[src/rtl/core/dq_pkg.sv]
// Shared types and constants for the double-ended queue.
// Holds the command codes, the per-cell control struct and both payload structs.
// No dependencies.
`default_nettype none

package dq_pkg;

	// Width of one stored word and of the count field on the result.
	localparam int WORD_W  = 32;
	localparam int COUNT_W = 11;

	// Number of cells folded into one register of the back-value reduction.
	localparam int GROUP_SIZE = 32;

	// Command codes; unused codes behave as a peek.
	typedef enum logic [2:0] {
		CMD_PUSH_FRONT = 3'd0,
		CMD_PUSH_BACK  = 3'd1,
		CMD_POP_FRONT  = 3'd2,
		CMD_POP_BACK   = 3'd3,
		CMD_PEEK       = 3'd4
	} cmd_t;

	// Control broadcast to every cell of the row.
	typedef struct packed {
		logic en;
		cmd_t op;
	} cell_ctrl_t;

	// One command transaction.
	typedef struct packed {
		logic [2:0]               command;
		logic signed [WORD_W-1:0] push_value;
	} dq_in_t;

	// One result transaction.
	typedef struct packed {
		logic signed [WORD_W-1:0] popped_value;
		logic                     popped_valid;
		logic [COUNT_W-1:0]       entry_count;
		logic                     is_empty;
		logic signed [WORD_W-1:0] front_value;
		logic signed [WORD_W-1:0] back_value;
		logic                     overflow;
	} dq_out_t;

endpackage

`default_nettype wire

[src/rtl/core/dq_group_or.sv]
// Registered OR reduction over the back taps of one group of cells.
// At most one tap in the whole row is nonzero, so the OR selects the back word.
// Depends on dq_pkg.
`default_nettype none

module dq_group_or #(
	parameter int LANES = 32
) (
	input  wire logic                                 clk,
	input  wire logic                                 en,
	input  wire logic [LANES-1:0][dq_pkg::WORD_W-1:0] taps,
	output logic      [dq_pkg::WORD_W-1:0]            merged_q
);

	logic [dq_pkg::WORD_W-1:0] merged_d;

	// OR of the independent taps of this group.
	always_comb begin
		merged_d = '0;
		for (int i = 0; i < LANES; i++) begin
			merged_d = merged_d | taps[i];
		end
	end

	always_ff @(posedge clk) begin
		if (en) begin
			merged_q <= merged_d;
		end
	end

endmodule

`default_nettype wire

[config.mk]
export PLATFORM = sky130hd
export DESIGN_NAME = dq_group_or
export DESIGN_NICKNAME = d
export VERILOG_FILES = /design/src/rtl/core/dq_pkg.sv /design/src/rtl/core/dq_group_or.sv
export SDC_FILE = /design/constraint.sdc
export NUM_CORES = 1
export LEC_CHECK = 0
export ABC_CLOCK_PERIOD_IN_PS = 1400
export BUFFER_PORTS_ARGS = -buffer_cell sky130_fd_sc_hd__buf_2
export CAP_MARGIN = 10
export CELL_PAD_IN_SITES_DETAIL_PLACEMENT = 0
export CELL_PAD_IN_SITES_GLOBAL_PLACEMENT = 1
export CORE_AREA = 2 2 411 413
export CTS_BUF_LIST = sky130_fd_sc_hd__clkbuf_4 sky130_fd_sc_hd__clkbuf_8
export CTS_CLUSTER_SIZE = 8
export DETAILED_ROUTE_END_ITERATION = 7
export DIE_AREA = 0 0 413 415
export GPL_TIMING_DRIVEN = 0
export HOLD_SLACK_MARGIN = 0.12
export PLACE_DENSITY = 0.38
export SKIP_LAST_GASP = 1
export SLEW_MARGIN = 20
export SYNTH_ARGS = -nofsm -noshare
export SYNTH_HDL_FRONTEND = slang
export SYNTH_SLANG_ARGS = --single-unit
[constraint.sdc]
create_clock -name clk -period 1.4 [get_ports clk]
set_input_delay 0.42 -clock clk [delete_from_list [all_inputs] [get_ports clk]]
set_output_delay 0.42 -clock clk [all_outputs]
set_load 0.01 [all_outputs]
# Word-level counts from Yosys, hierarchy flattened
# Cells that the tools add are included.
# word_totals
register_bits	32
latch_bits	0
ram_bits	0
mem_bits_ro	0
out_inout_bits	32
mem_count	0
# op_classes
add_sub_neg	0
mul	0
div_mod_pow	0
n_lt_le_gt_ge	0
eq_ne	0
shifts	0
muxes	0
bitwise_logic	31
n_reduce_logical	0
# op_table
op	count
32-bit bitwise OR	31

# Logic depth before layout (Yosys ltp)
# Gate-level depths: netlist (run 1).
# logic_depth
word_depth	31
depth_mapped	3
depth_no_buf	3

# Worst setup path after synthesis (run 1)
# No wires, ideal clock.
# synth_path
kind	input to register
startpoint	in taps[800] (netlist bit)
endpoint	reg merged_q[0] (netlist bit) (data pin)
arrival_time_ps	981
slack_ps	160
path_stages	3
path_buffers	0
path_cell_list	nor4_1 -> nand4_1 -> or2_1
# synth_via
elab_chain_len	7
# synth_rtl
item	line_no	source
start: declaration	dq_group_or.sv:11	input wire logic [LANES-1:0][dq_pkg::WORD_W-1:0] taps,
32-bit bitwise OR (7 in a row)	dq_group_or.sv:21	merged_d = merged_d | taps[i];
named net merged_d, one bit	dq_group_or.sv:15	logic [dq_pkg::WORD_W-1:0] merged_d;
end signal: assignment	dq_group_or.sv:27	merged_q <= merged_d;
end: declaration	dq_group_or.sv:12	output logic [dq_pkg::WORD_W-1:0] merged_q
# The timed path passes the listed nets, and every way through them passes these cells.
# A chain may end at the register's enable or synchronous reset.

# Worst setup path after layout (run 1)
# layout_path
startpoint	in taps[792] (netlist bit)
endpoint	reg merged_q[24] (netlist bit) (data pin)
# layout_via
elab_chain_len	8
# layout_rtl
item	line_no
32-bit bitwise OR (8 in a row)	dq_group_or.sv:21
named net merged_d, one bit	dq_group_or.sv:15
# The timed path passes the listed nets, and every way through them passes these cells.

==> results.cfg, run 1 <==
[place]
placed_cell_area_mm2 = 0.0116
dpl.hpwl_um = 92600
finalWeightedCongestion = 0.958
pre_cts_ws_ns = -1.26
port_buffers = 1057

[synthesis]
ys_seq_area_share_pct = 28.6
syn-num-nets = 1410
ys_types = 5
synth-seq-cells = 32
avgSynthCellArea_um2 = 8.76
netlist_instances = 384
synth_largest_area_cell = nor4_1
syn_area_mm2 = 0.00336
ys_top_cells_by_area = nor4_1 (42%), edfxtp_1 (29%), nand4_1 (12%)
ys_warn_count = 0
synth_top_area_share_pct = 41.7

[timing]
rsz0062_at_grt = true
timing.final.crit_period_ns = 1.83
timing.final.crit_share_pct = 131
fmax_mhz = 547
slew_headroom_pct = 53.3
finalSetupViolCount = 18
finalWorstSetupSlack_ns = -0.428
finalHoldViolations = 0
tns_ns = -2.12
finalMaxSlewViolations = 0
tightest_slew_ns = 0.695
worst_hold_slack_ns = 0.351

[min_path]
worstHoldStart = taps[213]
hold_path_depth = 4
hp-class = in2reg
min_to = merged_q[21]

[clock_tree]
cts-root-buf = clkbuf_8
htree_levels = 2
cts_num_sinks = 32
postCtsHoldBufs = 0
clk_path_buf_depth = 2
cts_tree = done
cts_setup_buffers = 0
clkTransAtPathRegs_ns = 0.15
cts_buffers = 5

[layout]
fin_area_mm2 = 0.0126
layout-drive-gt1-share_pct = 79.7
largest_register_ffs = 32
fin_nets = 2484
synthToLayoutAreaGrowth_pct = 274
top_register = merged_q
top_regs = merged_q (32)
n_fill_cell = 19800

[die]
core_area_mm2 = 0.167
initial_utilization_pct = 2.02
dieArea_mm2 = 0.171
ioPinCount = 1058
rows = 150
die_width_um = 413
fp.dieH_um = 415

[critical_path]
cp_max_fo = 1
crit_type = in2reg
cp_slowest_cell = nor4_2
crit_chain = buf_2, nor4_2, nand4_1, or2_1
critPathMaxStageDelay_ns = 0.64
worst_setup_path_end_kind = register
required_ns = 1.55
cp_data_arrival_time_ns = 1.98
start_kind = input port

[power_and_ir_drop]
clockPowerShare_pct = 23.5
p_sw_share_pct = 40.9
pwr-share-comb_pct = 52.2
internal-power_uw = 2710
p_total_uw = 4590
p_switching_uw = 1880
power.density_mw_per_mm2 = 365
max-vdd-ir-drop_uv = 364
leakage_uw = 0.00491
seqPwrFrac_pct = 24.2

[route]
ant_nets = 0
post-route-drc-count = 0
drt-initial-drc-count = 481
vias = 9158
post_drt_wl_per_cell_um = 26.2
drt_wl_total_um = 96600
firstDrtPassIters = 4
vias_per_cell = 2.48

[grt]
grt_first_pass_wirelength_um = 113000
antenna_found_initial = 110
overflow = 0
grt_max_degree = 19
grt_pass1_vias = 9434
grtUsageTotal_pct = 10.8

[run_status]
status = complete, but fails checks
violations = negative setup slack

[flow_run]
cap_violations = 0
## critical path, delay by kind of cell
kind / cells / cell delay (ns)
buffers and inverters: 1 / 0.12
and+or+nand+nor: 3 / 1.42
## power groups by stage
stage	combinational, uW	clock [uW]	sequential, uW
CTS	2350	1320	1110
floorplan	146	0	1160
global placement	2170	0	1130
global route	2570	1280	1120
finish	2400	1080	1110
detailed placement	2200	0	1130
## cells by family after synthesis
| family | count (synthesis) | share of synthesized area (%) |
|---|---|---|
| AND/OR/NAND/NOR | 352 | 71.4 |
| flip-flops | 32 | 28.6 |
## Yosys cell counts (all sizes together)
| cell type | instances |
|---|---|
| or2 | 32 |
| nand4 | 64 |
| edfxtp | 32 |
| nor4 | 256 |
## placed cells by master (no fill, tap or decap), types with 2 or more instances in the layout
cell / count
buf_2: 1013
buf_4: 6
buf_6: 45
buf_8: 2
clkbuf_8: 5
diode_2: 29
edfxtp_1: 32
nand4_1: 64
nor4_1: 171
nor4_2: 51
nor4_4: 34
or2_1: 29
or2_4: 3
## layer usage
metal	share of wire (%)	up-vias	wire length, um	global-route usage [%]
met5	0.14	-	133	0
met4	2.2	22	2160	1.61
met3	7.3	167	7100	1.99
met2	51	787	49300	19.9
met1	39	4172	37900	13.0
li1	-	4010	-	-
## how the worst max path moves through the flow
stage / slack (ns) / endpoint / depth (start not counted) / startpoint
2_1_floorplan: 0.16 / merged_q[0] / 3 / taps[800]
3_3_place_gp: -3.47 / merged_q[11] / 4 / taps[267]
3_5_place_dp: -1.26 / merged_q[31] / 4 / taps[959]
4_1_cts: -0.53 / merged_q[24] / 4 / taps[760]
5_1_grt: -0.46 / merged_q[24] / 4 / taps[760]
6_report: -0.43 / merged_q[24] / 4 / taps[792]
## metrics by stage
step / util (%) / std cells
detailed placement: 6.97 / 3656
global route: 7.51 / 3667
floorplan: - / 384
global placement: 6.85 / 3645
finish: 7.55 / 3691
CTS: 7.34 / 3662
## cell type report
| cell class | count | area [um^2] | area share, % |
|---|---|---|---|
| clock inverters | 2 | 12.5 | 0.0994 |
| well taps | 2204 | 2760 | 21.9 |
| flip-flops and latches | 32 | 961 | 7.64 |
| diodes | 29 | 72.6 | 0.577 |
| repair buffers | 1067 | 5670 | 45.1 |
| multi-input cells | 352 | 3040 | 24.2 |
| clock buffers | 5 | 68.8 | 0.547 |
## timing repair
item | in CTS | in global routing
endpoints found under the setup margin | 52 | 54
resized for setup | 88 | 47
hold endpoints to repair | 0 | 0
pin swaps | 49 | 45
Power figures use the tool's default switching activity.
==> inputs of run 2 (changes only) <==
Settings changed: CELL_PAD_IN_SITES_DETAIL_PLACEMENT 0 to default, CELL_PAD_IN_SITES_GLOBAL_PLACEMENT 1 to default, CORE_AREA 2 2 411 413 to 2 2 413 415, DIE_AREA 0 0 413 415 to 0 0 415 417, PLACE_DENSITY 0.38 to 0.3.
==> results.cfg, run 2 (same netlist as run 1, synthesis figures left out) <==
[timing]
tightest_slew_ns = 0.747
rsz0062_at_grt = true
finalHoldViolations = 0
finalWorstSetupSlack_ns = -0.325
finalSetupViolCount = 24
worst_hold_slack_ns = 0.379
slew_headroom_pct = 49.7
timing.final.crit_period_ns = 1.73
timing.final.crit_share_pct = 123
finalMaxSlewViolations = 0
fmax_mhz = 580

[clock_tree]
cts_setup_buffers = 0
clkTransAtPathRegs_ns = 0.10
clk_path_buf_depth = 2
cts_num_sinks = 32
htree_levels = 2
postCtsHoldBufs = 0
cts_tree = done
cts_buffers = 5
cts-root-buf = clkbuf_8

[grt]
grt_max_degree = 25
overflow = 0
grt_first_pass_wirelength_um = 127000
grtUsageTotal_pct = 12.0
grt_pass1_vias = 9586
antenna_found_initial = 164

[power_and_ir_drop]
p_sw_share_pct = 39.8
power.density_mw_per_mm2 = 362
pwr-share-comb_pct = 54.1
max-vdd-ir-drop_uv = 271
internal-power_uw = 2800
p_switching_uw = 1860
leakage_uw = 0.00498
clockPowerShare_pct = 22.0
seqPwrFrac_pct = 23.9

[critical_path]
worst_setup_path_end_kind = register
crit_chain = buf_6, nor4_4, nand4_1, or2_1
required_ns = 1.54
cp_slowest_cell = nor4_4
critPathMaxStageDelay_ns = 0.67
critPathLaunch = taps[759]
cp_data_arrival_time_ns = 1.86
cp_max_fo = 1
start_kind = input port
crit_type = in2reg

[die]
initial_utilization_pct = 2.00
core_area_mm2 = 0.169
fp.dieH_um = 417
dieArea_mm2 = 0.173
ioPinCount = 1058
rows = 151
die_width_um = 415

[layout]
largest_register_ffs = 32
top_register = merged_q
final_cell_mix = buf_2 (991), nor4_1 (171), nand4_1 (64)
synthToLayoutAreaGrowth_pct = 283
layout_commonest_cell = buf_2
top_regs = merged_q (32)
fin_nets = 2483
layout-drive-gt1-share_pct = 79.6
fin_area_mm2 = 0.0129

[min_path]
hold_path_depth = 4
hp-class = in2reg
worstHoldStart = taps[134]

[place]
dpl.hpwl_um = 105000
placed_cell_area_mm2 = 0.0116
finalWeightedCongestion = 0.943
pre_cts_ws_ns = -1.31
port_buffers = 1057

[route]
ant_nets = 0
vias = 9661
drt_wl_total_um = 109000
drt-initial-drc-count = 787
vias_per_cell = 2.59
post_drt_wl_per_cell_um = 29.2
firstDrtPassIters = 4
post-route-drc-count = 0

[flow_run]
cap_violations = 0

[run_status]
status = complete, but fails checks
violations = negative setup slack
## run 2: what timing repair did
| action | 4_1_cts | 5_1_grt |
|---|---|---|
| pin swaps | 59 | 43 |
| hold endpoints to repair | 0 | 0 |
| setup endpoints to repair | 56 | 41 |
| gates resized for setup | 140 | 33 |
## run 2: metal layers
| metal | track usage, % | vias up | wire length, um |
|---|---|---|---|
| li1 | - | 4032 | - |
| met1 | 14.1 | 4404 | 41800 |
| met2 | 19.9 | 849 | 50700 |
| met3 | 5.29 | 274 | 12500 |
| met4 | 3.11 | 102 | 3110 |
| met5 | 0 | - | 656 |
## run 2: worst max-delay path: cells and delay by family
| family | cells | cell delay (ns) |
|---|---|---|
| simple gates | 3 | 1.33 |
| buf+inv | 1 | 0.10 |
## run 2: stage by stage
step | util (%) | TNS, ns | power, uW | cells
after detailed placement | 6.90 | -26.02 | 3400 | 3668
after global placement | 6.78 | -55.09 | 3350 | 3659
after CTS | 7.45 | -3.46 | 4820 | 3676
after global routing | 7.59 | -3.41 | 4960 | 3691
final | 7.64 | -2.51 | 4660 | 3723
after floorplan | - | 0 | 1310 | 384
## run 2: path summary, 6_finish.rpt
kind	endpoint	slack [ns]
max	merged_q[23]	-0.33
min	merged_q[6]	0.38
## run 2: power by group through the flow
stage / registers (uW) / logic, uW / clock network (uW)
3_3_place_gp: 1130 / 2220 / 0
4_1_cts: 1110 / 2520 / 1190
6_report: 1110 / 2520 / 1030
3_5_place_dp: 1130 / 2260 / 0
2_1_floorplan: 1160 / 146 / 0
5_1_grt: 1120 / 2680 / 1160
## run 2: area by class of cell
class,instances,area (um^2)
fill,20100,156000
tap,2218,2780
multi-input combinational,352,3130
timing repair buffer,1066,5800
sequential,32,961
clock inverter,1,3.75
antenna,47,118
clock buffer,7,83.8
